### src/hw/rtl/fba_pkg.sv
`timescale 1ns / 1ps
// ----------------------------------------------------------------------------
// fba_pkg
// Shared widths, codes and defaults for the fit block allocator.
// ----------------------------------------------------------------------------
package fba_pkg;

  localparam int NUM_BLOCKS_DEF = 16;
  localparam int SIZE_BITS_DEF  = 16;

  localparam int SLOT_W     = 4;
  localparam int SIZE_W     = 16;
  localparam int STATUS_W   = 2;
  localparam int BLOCKS_W   = 5;
  localparam int CFG_IDX_W  = 1;
  localparam int CFG_DATA_W = 5;

  localparam logic CMD_LOAD    = 1'b0;
  localparam logic CMD_REQUEST = 1'b1;

  localparam logic FIT_FIRST = 1'b0;
  localparam logic FIT_BEST  = 1'b1;

  localparam logic [CFG_IDX_W-1:0] CFG_FIT_MODE      = 1'b0;
  localparam logic [CFG_IDX_W-1:0] CFG_BLOCKS_IN_USE = 1'b1;

  localparam logic [STATUS_W-1:0] ST_LOADED    = 2'd0;
  localparam logic [STATUS_W-1:0] ST_ALLOCATED = 2'd1;
  localparam logic [STATUS_W-1:0] ST_NONE      = 2'd2;

  localparam logic [BLOCKS_W-1:0] BLOCKS_RESET = 5'd16;

  typedef enum logic [2:0] {
    S_IDLE = 3'b001,
    S_SCAN = 3'b010,
    S_DONE = 3'b100
  } fba_state_t;

endpackage

### src/hw/rtl/fba_space_ram.sv
`timescale 1ns / 1ps
// ----------------------------------------------------------------------------
// fba_space_ram
// Free-space table: one write port, one registered read port. Per-entry
// valid bits make unwritten entries read as zero after reset.
// ----------------------------------------------------------------------------
module fba_space_ram #(
  parameter int DEPTH  = 16,
  parameter int ADDR_W = 4,
  parameter int DATA_W = 16
) (
  input  logic              clk,
  input  logic              rst_n,
  input  logic              wr_en,
  input  logic [ADDR_W-1:0] wr_addr,
  input  logic [DATA_W-1:0] wr_data,
  input  logic [ADDR_W-1:0] rd_addr,
  output logic [DATA_W-1:0] rd_data
);

  logic [DATA_W-1:0] mem [DEPTH];
  logic [DEPTH-1:0]  vld_r;
  logic [DATA_W-1:0] rd_data_r;
  logic              rd_vld_r;

  always_ff @(posedge clk) begin
    if (wr_en) begin
      mem[wr_addr] <= wr_data;
    end
    rd_data_r <= mem[rd_addr];
  end

  always_ff @(posedge clk) begin
    if (!rst_n) begin
      vld_r    <= '0;
      rd_vld_r <= 1'b0;
    end else begin
      if (wr_en) begin
        vld_r[wr_addr] <= 1'b1;
      end
      rd_vld_r <= vld_r[rd_addr];
    end
  end

  assign rd_data = rd_vld_r ? rd_data_r : '0;

endmodule

### src/hw/rtl/fba_ctrl.sv
`timescale 1ns / 1ps
// ----------------------------------------------------------------------------
// fba_ctrl
// Item sequencer: direct loads, table scan for requests, best/first pick
// tracking, write-back of the chosen block and the result register.
// ----------------------------------------------------------------------------
module fba_ctrl #(
  parameter int NUM_BLOCKS = 16,
  parameter int SIZE_BITS  = 16,
  parameter int IDX_W      = 4,
  parameter int CNT_W      = 5
) (
  input  logic                          clk,
  input  logic                          rst_n,
  input  logic                          start,
  output logic                          busy,
  input  logic                          in_cmd,
  input  logic [fba_pkg::SLOT_W-1:0]    in_block_slot,
  input  logic [fba_pkg::SIZE_W-1:0]    in_size_value,
  input  logic                          fit_mode,
  input  logic [CNT_W-1:0]              scan_cnt,
  output logic                          wr_en,
  output logic [IDX_W-1:0]              wr_addr,
  output logic [SIZE_BITS-1:0]          wr_data,
  output logic [IDX_W-1:0]              rd_addr,
  input  logic [SIZE_BITS-1:0]          rd_data,
  output logic                          out_strobe,
  output logic [fba_pkg::STATUS_W-1:0]  out_status,
  output logic [fba_pkg::SLOT_W-1:0]    out_granted_block,
  output logic [fba_pkg::SIZE_W-1:0]    out_space_left
);
  import fba_pkg::*;

  localparam int CMP_W = (SIZE_BITS > SIZE_W) ? SIZE_BITS : SIZE_W;

  fba_state_t           state_r, state_nxt;
  logic [CNT_W-1:0]     rd_idx_r, rd_idx_nxt;
  logic [CNT_W-1:0]     cnt_r, cnt_nxt;
  logic                 chk_vld_r, chk_vld_nxt;
  logic [IDX_W-1:0]     chk_idx_r, chk_idx_nxt;
  logic                 found_r, found_nxt;
  logic [IDX_W-1:0]     pick_r, pick_nxt;
  logic [SIZE_BITS-1:0] pick_val_r, pick_val_nxt;
  logic [SIZE_W-1:0]    req_r, req_nxt;
  logic                 out_vld_r, out_vld_nxt;
  logic [STATUS_W-1:0]  out_status_r, out_status_nxt;
  logic [SLOT_W-1:0]    out_block_r, out_block_nxt;
  logic [SIZE_W-1:0]    out_space_r, out_space_nxt;

  logic                 issue;
  logic                 fits;
  logic                 slot_ok;
  logic [SIZE_BITS-1:0] new_val;
  logic [SIZE_BITS-1:0] load_val;

  assign issue    = (state_r == S_SCAN) && (rd_idx_r != cnt_r);
  assign fits     = CMP_W'(rd_data) >= CMP_W'(req_r);
  assign slot_ok  = int'(in_block_slot) < NUM_BLOCKS;
  assign load_val = SIZE_BITS'(in_size_value);
  assign new_val  = SIZE_BITS'(CMP_W'(pick_val_r) - CMP_W'(req_r));
  assign rd_addr  = issue ? rd_idx_r[IDX_W-1:0] : '0;
  assign busy     = (state_r != S_IDLE);

  always_comb begin
    state_nxt      = state_r;
    rd_idx_nxt     = rd_idx_r;
    cnt_nxt        = cnt_r;
    chk_vld_nxt    = 1'b0;
    chk_idx_nxt    = chk_idx_r;
    found_nxt      = found_r;
    pick_nxt       = pick_r;
    pick_val_nxt   = pick_val_r;
    req_nxt        = req_r;
    out_vld_nxt    = 1'b0;
    out_status_nxt = out_status_r;
    out_block_nxt  = out_block_r;
    out_space_nxt  = out_space_r;
    wr_en          = 1'b0;
    wr_addr        = IDX_W'(in_block_slot);
    wr_data        = load_val;

    case (state_r)
      S_IDLE: begin
        if (start) begin
          if (in_cmd == CMD_LOAD) begin
            wr_en          = slot_ok;
            out_vld_nxt    = 1'b1;
            out_status_nxt = ST_LOADED;
            out_block_nxt  = in_block_slot;
            out_space_nxt  = slot_ok ? SIZE_W'(load_val) : '0;
          end else begin
            state_nxt  = S_SCAN;
            rd_idx_nxt = '0;
            cnt_nxt    = scan_cnt;
            found_nxt  = 1'b0;
            req_nxt    = in_size_value;
          end
        end
      end
      S_SCAN: begin
        if (issue) begin
          rd_idx_nxt  = rd_idx_r + 1'b1;
          chk_vld_nxt = 1'b1;
          chk_idx_nxt = rd_idx_r[IDX_W-1:0];
        end
        if (chk_vld_r && fits &&
            (!found_r || (fit_mode == FIT_BEST && rd_data < pick_val_r))) begin
          found_nxt    = 1'b1;
          pick_nxt     = chk_idx_r;
          pick_val_nxt = rd_data;
        end
        if (!issue && !chk_vld_r) begin
          state_nxt = S_DONE;
        end
      end
      S_DONE: begin
        state_nxt   = S_IDLE;
        out_vld_nxt = 1'b1;
        if (found_r) begin
          wr_en          = 1'b1;
          wr_addr        = pick_r;
          wr_data        = new_val;
          out_status_nxt = ST_ALLOCATED;
          out_block_nxt  = SLOT_W'(pick_r);
          out_space_nxt  = SIZE_W'(new_val);
        end else begin
          out_status_nxt = ST_NONE;
          out_block_nxt  = '0;
          out_space_nxt  = '0;
        end
      end
      default: begin
        state_nxt = S_IDLE;
      end
    endcase
  end

  always_ff @(posedge clk) begin
    if (!rst_n) begin
      state_r   <= S_IDLE;
      chk_vld_r <= 1'b0;
      out_vld_r <= 1'b0;
    end else begin
      state_r   <= state_nxt;
      chk_vld_r <= chk_vld_nxt;
      out_vld_r <= out_vld_nxt;
    end
  end

  always_ff @(posedge clk) begin
    rd_idx_r     <= rd_idx_nxt;
    cnt_r        <= cnt_nxt;
    chk_idx_r    <= chk_idx_nxt;
    found_r      <= found_nxt;
    pick_r       <= pick_nxt;
    pick_val_r   <= pick_val_nxt;
    req_r        <= req_nxt;
    out_status_r <= out_status_nxt;
    out_block_r  <= out_block_nxt;
    out_space_r  <= out_space_nxt;
  end

  assign out_strobe        = out_vld_r;
  assign out_status        = out_status_r;
  assign out_granted_block = out_block_r;
  assign out_space_left    = out_space_r;

endmodule

### src/hw/rtl/fit_block_allocator.sv
`timescale 1ns / 1ps
// ----------------------------------------------------------------------------
// fit_block_allocator
// First-fit / best-fit block allocator over a free-space table.
//
// Channel   Ports                                         Handshake
// input     in_cmd, in_block_slot, in_size_value          start & !busy
// result    out_status, out_granted_block, out_space_left out_strobe, 1 cycle
// config    cfg_idx, cfg_data                             cfg_we
//
// A load's result shows the cycle after acceptance and busy stays low. A request
// scans min(blocks_in_use, NUM_BLOCKS) blocks: one table read per block through
// the single RAM read port, then the last compare, a step to close the scan and
// write-back. Its result shows as busy falls. Synchronous reset clears the table
// (valid bits), the configuration and the sequencer. The receiver cannot stall;
// busy holds off starts.
// ----------------------------------------------------------------------------
module fit_block_allocator #(
  parameter int NUM_BLOCKS = fba_pkg::NUM_BLOCKS_DEF,
  parameter int SIZE_BITS  = fba_pkg::SIZE_BITS_DEF
) (
  input  logic                           clk,
  input  logic                           rst_n,
  input  logic                           start,
  output logic                           busy,
  input  logic                           in_cmd,
  input  logic [fba_pkg::SLOT_W-1:0]     in_block_slot,
  input  logic [fba_pkg::SIZE_W-1:0]     in_size_value,
  output logic                           out_strobe,
  output logic [fba_pkg::STATUS_W-1:0]   out_status,
  output logic [fba_pkg::SLOT_W-1:0]     out_granted_block,
  output logic [fba_pkg::SIZE_W-1:0]     out_space_left,
  input  logic                           cfg_we,
  input  logic [fba_pkg::CFG_IDX_W-1:0]  cfg_idx,
  input  logic [fba_pkg::CFG_DATA_W-1:0] cfg_data
);
  import fba_pkg::*;

  localparam int IDX_W = (NUM_BLOCKS > 1) ? $clog2(NUM_BLOCKS) : 1;
  localparam int CNT_W = $clog2(NUM_BLOCKS + 1);

  logic                 fit_mode_r, fit_mode_nxt;
  logic [BLOCKS_W-1:0]  blocks_r, blocks_nxt;
  logic [CNT_W-1:0]     scan_cnt;
  logic                 wr_en;
  logic [IDX_W-1:0]     wr_addr;
  logic [SIZE_BITS-1:0] wr_data;
  logic [IDX_W-1:0]     rd_addr;
  logic [SIZE_BITS-1:0] rd_data;

  always_comb begin
    fit_mode_nxt = fit_mode_r;
    blocks_nxt   = blocks_r;
    if (cfg_we) begin
      case (cfg_idx)
        CFG_FIT_MODE:      fit_mode_nxt = cfg_data[0];
        CFG_BLOCKS_IN_USE: blocks_nxt   = cfg_data[BLOCKS_W-1:0];
        default:           fit_mode_nxt = fit_mode_r;
      endcase
    end
  end

  always_ff @(posedge clk) begin
    if (!rst_n) begin
      fit_mode_r <= FIT_FIRST;
      blocks_r   <= BLOCKS_RESET;
    end else begin
      fit_mode_r <= fit_mode_nxt;
      blocks_r   <= blocks_nxt;
    end
  end

  assign scan_cnt = (int'(blocks_r) > NUM_BLOCKS) ? CNT_W'(NUM_BLOCKS) : CNT_W'(blocks_r);

  fba_space_ram #(
    .DEPTH  (NUM_BLOCKS),
    .ADDR_W (IDX_W),
    .DATA_W (SIZE_BITS)
  ) u_ram (
    .clk     (clk),
    .rst_n   (rst_n),
    .wr_en   (wr_en),
    .wr_addr (wr_addr),
    .wr_data (wr_data),
    .rd_addr (rd_addr),
    .rd_data (rd_data)
  );

  fba_ctrl #(
    .NUM_BLOCKS (NUM_BLOCKS),
    .SIZE_BITS  (SIZE_BITS),
    .IDX_W      (IDX_W),
    .CNT_W      (CNT_W)
  ) u_ctrl (
    .clk               (clk),
    .rst_n             (rst_n),
    .start             (start),
    .busy              (busy),
    .in_cmd            (in_cmd),
    .in_block_slot     (in_block_slot),
    .in_size_value     (in_size_value),
    .fit_mode          (fit_mode_r),
    .scan_cnt          (scan_cnt),
    .wr_en             (wr_en),
    .wr_addr           (wr_addr),
    .wr_data           (wr_data),
    .rd_addr           (rd_addr),
    .rd_data           (rd_data),
    .out_strobe        (out_strobe),
    .out_status        (out_status),
    .out_granted_block (out_granted_block),
    .out_space_left    (out_space_left)
  );

endmodule

### config.mk
export PLATFORM = sky130hd
export DESIGN_NAME = fit_block_allocator
export DESIGN_NICKNAME = d
export VERILOG_FILES = /design/src/hw/rtl/fba_pkg.sv /design/src/hw/rtl/fba_space_ram.sv /design/src/hw/rtl/fba_ctrl.sv /design/src/hw/rtl/fit_block_allocator.sv
export SDC_FILE = /design/constraint.sdc
export NUM_CORES = 1
export LEC_CHECK = 0
export BUFFER_PORTS_ARGS = -buffer_cell sky130_fd_sc_hd__buf_2
export CORE_ASPECT_RATIO = 0.7
export CORE_MARGIN = 2
export CORE_UTILIZATION = 56
export CTS_CLUSTER_SIZE = 14
export DETAILED_ROUTE_END_ITERATION = 10
export GPL_TIMING_DRIVEN = 0
export HOLD_SLACK_MARGIN = 0.03
export PLACE_DENSITY = 0.76
export SYNTH_ARGS = -nofsm -noshare
export SYNTH_HDL_FRONTEND = slang
export SYNTH_SLANG_ARGS = --single-unit
### constraint.sdc
create_clock -name clk -period 3.85 [get_ports clk]
set_clock_uncertainty 0.2 [all_clocks]
set_input_delay 0.77 -clock clk [delete_from_list [all_inputs] [get_ports clk]]
set_output_delay 0.77 -clock clk [all_outputs]
set_load 0.01 [all_outputs]
# Yosys cells after proc, flatten, opt, wreduce, memory -nomap -nowiden
# Memory sizes are Yosys's and may differ from the RTL's. A register that Yosys moved wholly into a read port is not among the register bits.
# Index checks and enable logic that the tools add are counted.
# classes
addsub,2
magnitude_cmp,6
eq_ne,11
mux,42
bitwise_logic,2
reduce_logical,22
# op_table
op,n
two-way mux 16 bit,6
case mux 16 bit (2 select lines),1
two-way mux 4 bit,6
greater-or-equal comparator 16 bit,1
< comparator 16 bit,1
bitwise OR 16 bit,1
subtractor 16 bit,1
two-way mux 5 bit,3
two-way mux 1 bit,11
< comparator 4 x 5 -> 1 bit (second input constant),2
inequality test 2 bit (second input constant),5
case mux 5 bit (2 select lines),1
AND reduction 2 bit,5
two-way mux 3 bit,3
AND reduction 3 bit,3
case mux 4 bit (2 select lines),1
AND reduction 4 bit,2
logical AND 1 bit,6
two-way mux 2 bit,3
case mux 1 bit (2 select lines),3
case mux 3 bit (2 select lines),1
adder 5 x 1 -> 5 bit (second input constant),1
greater-than comparator 5 bit (second input constant),1
inequality test 5 bit,1
other kinds (13),16
# totals
ff_bits,101
ramBits,256
output_inout_bits,24
elab_cells,103
mem_count,1
# memory_table
name,words,word_bits,read_ports,rd_ports_with_merged_regs,wr,line,source
u_ram.mem,16,16,1,1,1,fba_space_ram.sv:21,logic [DATA_W-1:0] mem [DEPTH];

# Depth between registers and ports, before layout
# Gate-level depths: netlist (run 1).
# logic_depth
depth_word,7
mapped_depth,10
depth_no_buf,10

# Hierarchy
# A second synthesis (run 1) with hierarchy kept.
# hier_totals
hier_cells,958
area_unflattened_um2,15586.2
# modules_own_cells
mod,n_inst,cells_each,area_per_inst_um2,seq_area_each_um2
fba_space_ram,1,502,10822.9,8348.0
fba_ctrl,1,425,4499.3,2292.2
fit_block_allocator,1,31,264.0,120.1

# Worst setup path after synthesis (run 1)
# Ideal clock, no wire load.
# synth_timing
path_type,reg-to-reg
startpoint,register u_ram.rd_vld_r
endpoint,register u_ctrl.pick_r[0] (enable)
setup_ns,0.406
arrival_time_ns,3.126
required_time_ns,3.244
slack_ns,0.118
path_stages_with_launch,10
synth_period_minus_slack_ns,3.732
cell_sequence,dfxtp_1 > clkbuf_1 > clkbuf_1 > and2_1 > ha_1 > a21o_1 > maj3_1 > a211oi_1 > o221ai_1 > a22oi_1
# synth_between
elab_chain_len,6
# synth_rtl
item,line,source
from (decl),fba_space_ram.sv:24,logic rd_vld_r;
from (signal assigned),fba_space_ram.sv:41,rd_vld_r <= vld_r[rd_addr];
two-way mux 16 bit (*),fba_space_ram.sv:45,assign rd_data = rd_vld_r ? rd_data_r : '0;
via rd_data[1],fit_block_allocator.sv:49,logic [SIZE_BITS-1:0] rd_data;
< comparator 16 bit,fba_ctrl.sv:107,(!found_r || (fit_mode == FIT_BEST && rd_data < pick_val_r))) begin
logical AND 1 bit,fba_ctrl.sv:107,
logical OR 1 bit,fba_ctrl.sv:107,
logical AND 1 bit (*),fba_ctrl.sv:106,if (chk_vld_r && fits &&
AND reduction 2 bit (no line) (*),--,
to (signal assigned),fba_ctrl.sv:155,pick_r <= pick_nxt;
to (decl),fba_ctrl.sv:42,"logic [IDX_W-1:0] pick_r, pick_nxt;"
# Mark *: on every way through the listed nets, which the timed path passes. The rest lies on a longest branch.
# A chain may end at the register's enable or synchronous reset.

# Final worst setup path (run 1)
# layout_timing
startpoint,register u_ctrl.req_r[1]
endpoint,memory u_ram.mem[14][13] (data pin)
# layout_between
elab_chain_len,3
# layout_rtl
item,line,source
from (decl),fba_ctrl.sv:44,"logic [SIZE_W-1:0] req_r, req_nxt;"
from (signal assigned),fba_ctrl.sv:157,req_r <= req_nxt;
subtractor 16 bit,fba_ctrl.sv:60,assign new_val = SIZE_BITS'(CMP_W'(pick_val_r) - CMP_W'(req_r));
two-way mux 16 bit,fba_ctrl.sv:119,if (found_r) begin
two-way mux 16 bit,fba_ctrl.sv:82,case (state_r)
via u_ctrl.wr_data[13],fba_ctrl.sv:24,"output logic [SIZE_BITS-1:0] wr_data,"
to (decl),fba_space_ram.sv:21,
# The timed path passes the listed nets, and every way through them passes these cells.

==> results of run 1 <==
per-layer routing:
layer | vias up | part of all wire, % | routed length, um | GRT usage [%]
met4 | 0 | 2.7 | 1090 | 7.52
met5 | - | 0 | 0 | 0
met2 | 630 | 41 | 16700 | 37.0
met3 | 93 | 11 | 4580 | 5.13
met1 | 5219 | 44 | 17900 | 43.2
li1 | 4726 | - | - | -
state kept, by name, indices dropped and copies added (netlist names), 2 cells and up:
signal and count:
u_ctrl.pick_val_r 16, u_ram.vld_r 16, u_ram.rd_data_r 16, u_ctrl.out_granted_block 4
u_ctrl.cnt_r 5, blocks_r 5, u_ram.mem 256, u_ctrl.out_status 2
u_ctrl.req_r 16, u_ctrl.rd_idx_r 5, u_ctrl.chk_idx_r 4, u_ctrl.out_space_left 16
u_ctrl.pick_r 4, u_ctrl.state_r 3
per-stage QoR:
step / hold slack (ns) / utilization (%) / TNS (ns) / cell area [um^2] / instances
detailed placement: 0.205 / 61.1 / -5.70 / 17200 / 1606
finish: 0.216 / 65.1 / 0 / 18300 / 1670
CTS: 0.216 / 65.0 / 0 / 18200 / 1668
global placement: 0.203 / 60.0 / -38.16 / 16900 / 1588
floorplan: 0.200 / - / 0 / 16100 / 1163
global route: 0.217 / 65.1 / 0 / 18300 / 1670
area by class of cell:
cell class | count | area share, %
Timing Repair Buffer | 75 | 3.08
Multi-Input combinational cell | 677 | 27.0
Clock buffer | 46 | 5.19
Inverter | 51 | 1.05
Tap cell | 371 | 2.54
Buffer | 62 | 1.61
Clock inverter | 15 | 0.610
Sequential cell | 373 | 58.9
cell families (layout without fill, tap and decap cells):
family	after synthesis	count (layout)	synth area share (%)
fa+ha+maj	48	48	3.71
buf+inv	113	249	2.99
compound gates	320	320	15.1
simple gates	251	251	7.90
mux	41	41	2.56
xor+xnor	17	17	0.970
flops	373	373	66.7
where the power goes:
part,total (mW),internal [mW],switching (mW)
Clock,3.27,1.81,1.46
Sequential,4.47,4.45,0.0178
Combinational,0.378,0.121,0.256
Total,8.11,6.38,1.73
synthesized netlist by cell type, types with 16 or more instances:
master    number
a211oi_1      63
a21o_1        21
a21oi_1       16
a221oi_1      38
a22o_1        19
and2_1        38
clkbuf_1      38
dfxtp_1       44
edfxtp_1     329
ha_1          43
inv_1         47
mux2i_1       39
nand2_1       69
nand3_1       17
nor2_1        46
nor2b_1       40
o21a_1        23
o21ai_0       54
o22ai_1       17
worst paths after layout:
kind	slack [ns]	start	to	cells after the start
worst max-delay path	0.27	u_ctrl.req_r[1]	u_ram.mem[14][13]	8
worst min-delay path	0.22	u_ctrl.chk_idx_r[0]	u_ctrl.pick_r[0]	0
worst max register to register	0.27	u_ctrl.req_r[1]	u_ram.mem[14][13]	8
worst min register to register	0.22	u_ctrl.chk_idx_r[0]	u_ctrl.pick_r[0]	0
what timing repair did:
action / in CTS / in global routing
buffers inserted: 1 / 2
pin swaps: 1 / 2
setup endpoints to repair: 36 / 31
gates resized for setup: 2 / 1
==> reports/results.ini, run 1 <==
[yosys]
synth_async_sr_flop_share_pct=0
netlist_top_cells_area=edfxtp_1, dfxtp_1, ha_1
syn_avg_cell_area_um2=13.9
ys.flop_type=edfxtp_1
synthesis.area_um2=16100
ys_types=61
ys_seq_area_share_pct=66.7
ys.warnings.count=0
synth_enable_flop_cells=329
synthCells=1163
synth_nets=1238
synth_seq_cells=373
synth_top_cell_by_area=edfxtp_1
netlist.area_leader.share_pct=61.3

[global_route]
grt_pass1_vias=10000
grt_overflow=0
grt_start_max_net_pins=24
grt_pass1_wl_um=60200
grt_use_total_pct=26.9
grt_antenna_before_repair=0

[sta]
max_slew_margin_pct=27.1
fin_ws_ns=0.267
tightestPinTransition_ns=1.09
fmax_ghz=0.279
layout_worst_path_cycle_share_pct=93.1
drv_slew=0
finalHoldViolCount=0
finalCriticalPeriod_ns=3.58
setup_viol=0
grt_setup_unrepaired=false

[route]
via_per_inst=6.39
drtIter0Drc=1440
drc=0
wl_per_cell_um=24.1
drtAntennaViolNets=0
dr.pass1.iters=5
vias=10700
wl_um=40300

[run]
maxCapViolCount=0

[clock_network]
clock_path_buffers=3
path_clk_slew_ns=0.07
cts_tree=yes
ctsHoldBuffers=0
h-tree-depth=2
worstSkewPairLatency_ns=0.54
cts_buffers=35
root_buffer=clkbuf_16
clkSinkCount=373

[worst_setup_path]
end_kind=flop
startpoint_type=flop
cp_slowest_cell=o31ai_1
critical-path-max-stage-delay_ns=0.59
critPathBufInv=1
cp_top_family=compound AO/OA/AOI/OAI gates
crit_chain=inv_1 -> ha_1 -> nor2b_1 -> o31ai_1 -> a21oi_1 -> o21ai_0 -> mux2i_1 -> nand3_1
worstPathRequired_ns=3.73
arrival_ns=3.46
crit_type=reg -> reg
cp_max_fo=16

[placement]
portBuffers=54
gp_congestion=0.934
dp_slack_ns=-0.255
hpwlAfterDp_um=29100

[final_layout]
area_delta_synth_final_pct=13.3
layout_common_cells=edfxtp_1, nand2_1, buf_2, a211oi_1, o21ai_0
seqCellArea_um2=10800
multiInputGateArea_um2=4940
fill_cells=1977
nets=1350
antenna_cells=0
mostFrequentLayoutCell=edfxtp_1
drive_gt1_share_pct=15.2

[floorplanning]
top_level_ports=55
die-width_um=207
die-height_um=146
dieArea_um2=30200
num_rows=51
initial_core_util_pct=57.4
coreArea_um2=28100

[power_and_ir_drop]
leakage_nw=6.60
fin_total_pwr_mw=8.11
ir_drop_uv=363
power.density_nw_per_um2=444

[run_status]
status=complete, no violations

[min_path]
hold_class=reg -> reg

Note: power is estimated with default switching activity, not from simulation.
==> inputs of run 2 (changes only) <==
--- a/config.mk
+++ b/config.mk
@@ -6,7 +6,6 @@
 export NUM_CORES = 1
 export LEC_CHECK = 0
 export BUFFER_PORTS_ARGS = -buffer_cell sky130_fd_sc_hd__buf_2
-export CORE_ASPECT_RATIO = 0.7
 export CORE_MARGIN = 2
 export CORE_UTILIZATION = 56
 export CTS_CLUSTER_SIZE = 14
==> reports/results.ini, run 2 (synthesized netlist as in run 1, its figures left out) <==
[run_status]
status=complete, no violations

[final_layout]
final_core_util_pct=63.8
nets=1343
antenna_cells=0
largest_reg_flops=256
layout_common_cells=edfxtp_1, nand2_1, buf_2, a211oi_1, o21ai_0
top_register=u_ram.mem
fin_cells=1680
fill_cells=2106
fin_area_um2=18200
drive_gt1_share_pct=15.0
area_delta_synth_final_pct=13.0
mostFrequentLayoutCell=edfxtp_1

[power_and_ir_drop]
clock_power_share_pct=41.9
power.switching_mw=1.76
pwr-share-seq_pct=53.7
swShare_pct=21.2
internal_power_mw=6.55
leakage_nw=6.58
ir_drop_uv=377
pwr-share-comb_pct=4.3
fin_total_pwr_mw=8.31
power.density_nw_per_um2=456

[worst_setup_path]
crit_type=reg -> reg
arrival_ns=3.70
cp_top_family=compound AO/OA/AOI/OAI gates
r2r_slack_ns=0.23
cp_max_fo=11
worstPathRequired_ns=3.93
cp_slowest_cell=a32oi_1
critPathBufInv=3
startpoint_type=flop
end_kind=flop
critical-path-max-stage-delay_ns=0.40
crit_chain=clkbuf_1 -> clkbuf_2 -> nand2_1 -> ha_1 -> nand2b_1 -> a21o_1 -> maj3_1 -> a211o_1 -> a32oi_1 -> a22oi_2 -> buf_8

[sta]
tns_ns=0
whs_ns=0.221
max_slew_margin_pct=32.9
fmax_ghz=0.276
drv_slew=0
grt_setup_unrepaired=false
finalHoldViolCount=0
finalCriticalPeriod_ns=3.62
tightestPinTransition_ns=1.01
fin_ws_ns=0.225
setup_viol=0
layout_worst_path_cycle_share_pct=94.2

[placement]
dp_slack_ns=-0.138
dpl-instance-area_um2=17000
hpwlAfterDp_um=27100
portBuffers=54
placed_cells=1608
gp_congestion=0.940

[route]
dr.pass1.iters=5
via_per_inst=5.95
drc=0
drtAntennaViolNets=0
vias=10000
wl_per_cell_um=21.8
wl_um=36600
drtIter0Drc=983

[floorplanning]
die-width_um=174
num_rows=62
die-height_um=174
dieArea_um2=30200
coreArea_um2=28500
initial_core_util_pct=56.5
top_level_ports=55

[clock_network]
cts_tree=yes
clkSinkCount=373
cts_buffers=38
root_buffer=clkbuf_16
worstSkewPairLatency_ns=0.54
clock_path_buffers=3
path_clk_slew_ns=0.06
ctsHoldBuffers=0
h-tree-depth=2

[global_route]
grt_pass1_vias=10100
grt_start_max_net_pins=26
grt_pass1_wl_um=56800
grt_antenna_before_repair=1
grt_use_total_pct=24.6
grt_overflow=0

[min_path]
hold_class=reg -> reg

[run]
maxCapViolCount=0

[run 2: changes by cell type in the layout (fill, tap and decap cells not counted), moves of 2 or more]
cell / before / now
clkbuf_1: 45 / 43
clkbuf_16: 36 / 40
buf_8: 13 / 4
buf_4: 11 / 13
clkbuf_8: 1 / 4
[run 2: metal layers]
metal | up-vias | track usage, % | routed length, um
met5 | - | 0 | 13
met4 | 2 | 6.41 | 828
met3 | 58 | 5.07 | 2750
met2 | 412 | 41.4 | 17600
met1 | 4819 | 32.9 | 15400
li1 | 4711 | - | -
[run 2: area by class of cell]
cell class                 instances  area, um^2  area share [%]
sequential                       373       10800            59.0
inverter                          51         191            1.05
buffer                            62         294            1.61
timing repair buffer              65         383            2.10
clock buffer                      51        1080            5.94
tap                              384         480            2.64
clock inverter                    17         100           0.549
multi-input combinational        677        4930            27.1
[run 2: path summary, 6_finish.rpt]
kind | from | to | cells after the start
max reg2reg | u_ram.rd_vld_r | u_ctrl.pick_val_r[6] | 11
max | u_ram.rd_vld_r | u_ctrl.pick_val_r[6] | 11
min reg2reg | u_ctrl.chk_idx_r[0] | u_ctrl.pick_r[0] | 0
min | u_ctrl.chk_idx_r[0] | u_ctrl.pick_r[0] | 0
[run 2: power groups by stage]
stage          sequential [mW]  combinational, mW  clock [mW]
6_report                  4.47              0.359        3.49
5_1_grt                   4.47              0.393        3.68
4_1_cts                   4.47              0.352        3.52
3_5_place_dp              4.55              0.350           0
3_3_place_gp              4.55              0.334           0
2_1_floorplan             4.55              0.211           0
[run 2: what timing repair did]
action / CTS / global route
endpoints found under the setup margin: 20 / 36
resized for setup: 0 / 2
buffers inserted: 2 / 1
pin swaps: 1 / 1
[run 2: worst reg2reg max path: stages, from the launching register on]
cell,delay [ns]
dfxtp_1,0.34
clkbuf_1,0.35
clkbuf_2,0.31
nand2_1,0.11
ha_1,0.30
nand2b_1,0.16
a21o_1,0.18
maj3_1,0.36
a211o_1,0.32
a32oi_1,0.40
a22oi_2,0.15
buf_8,0.19
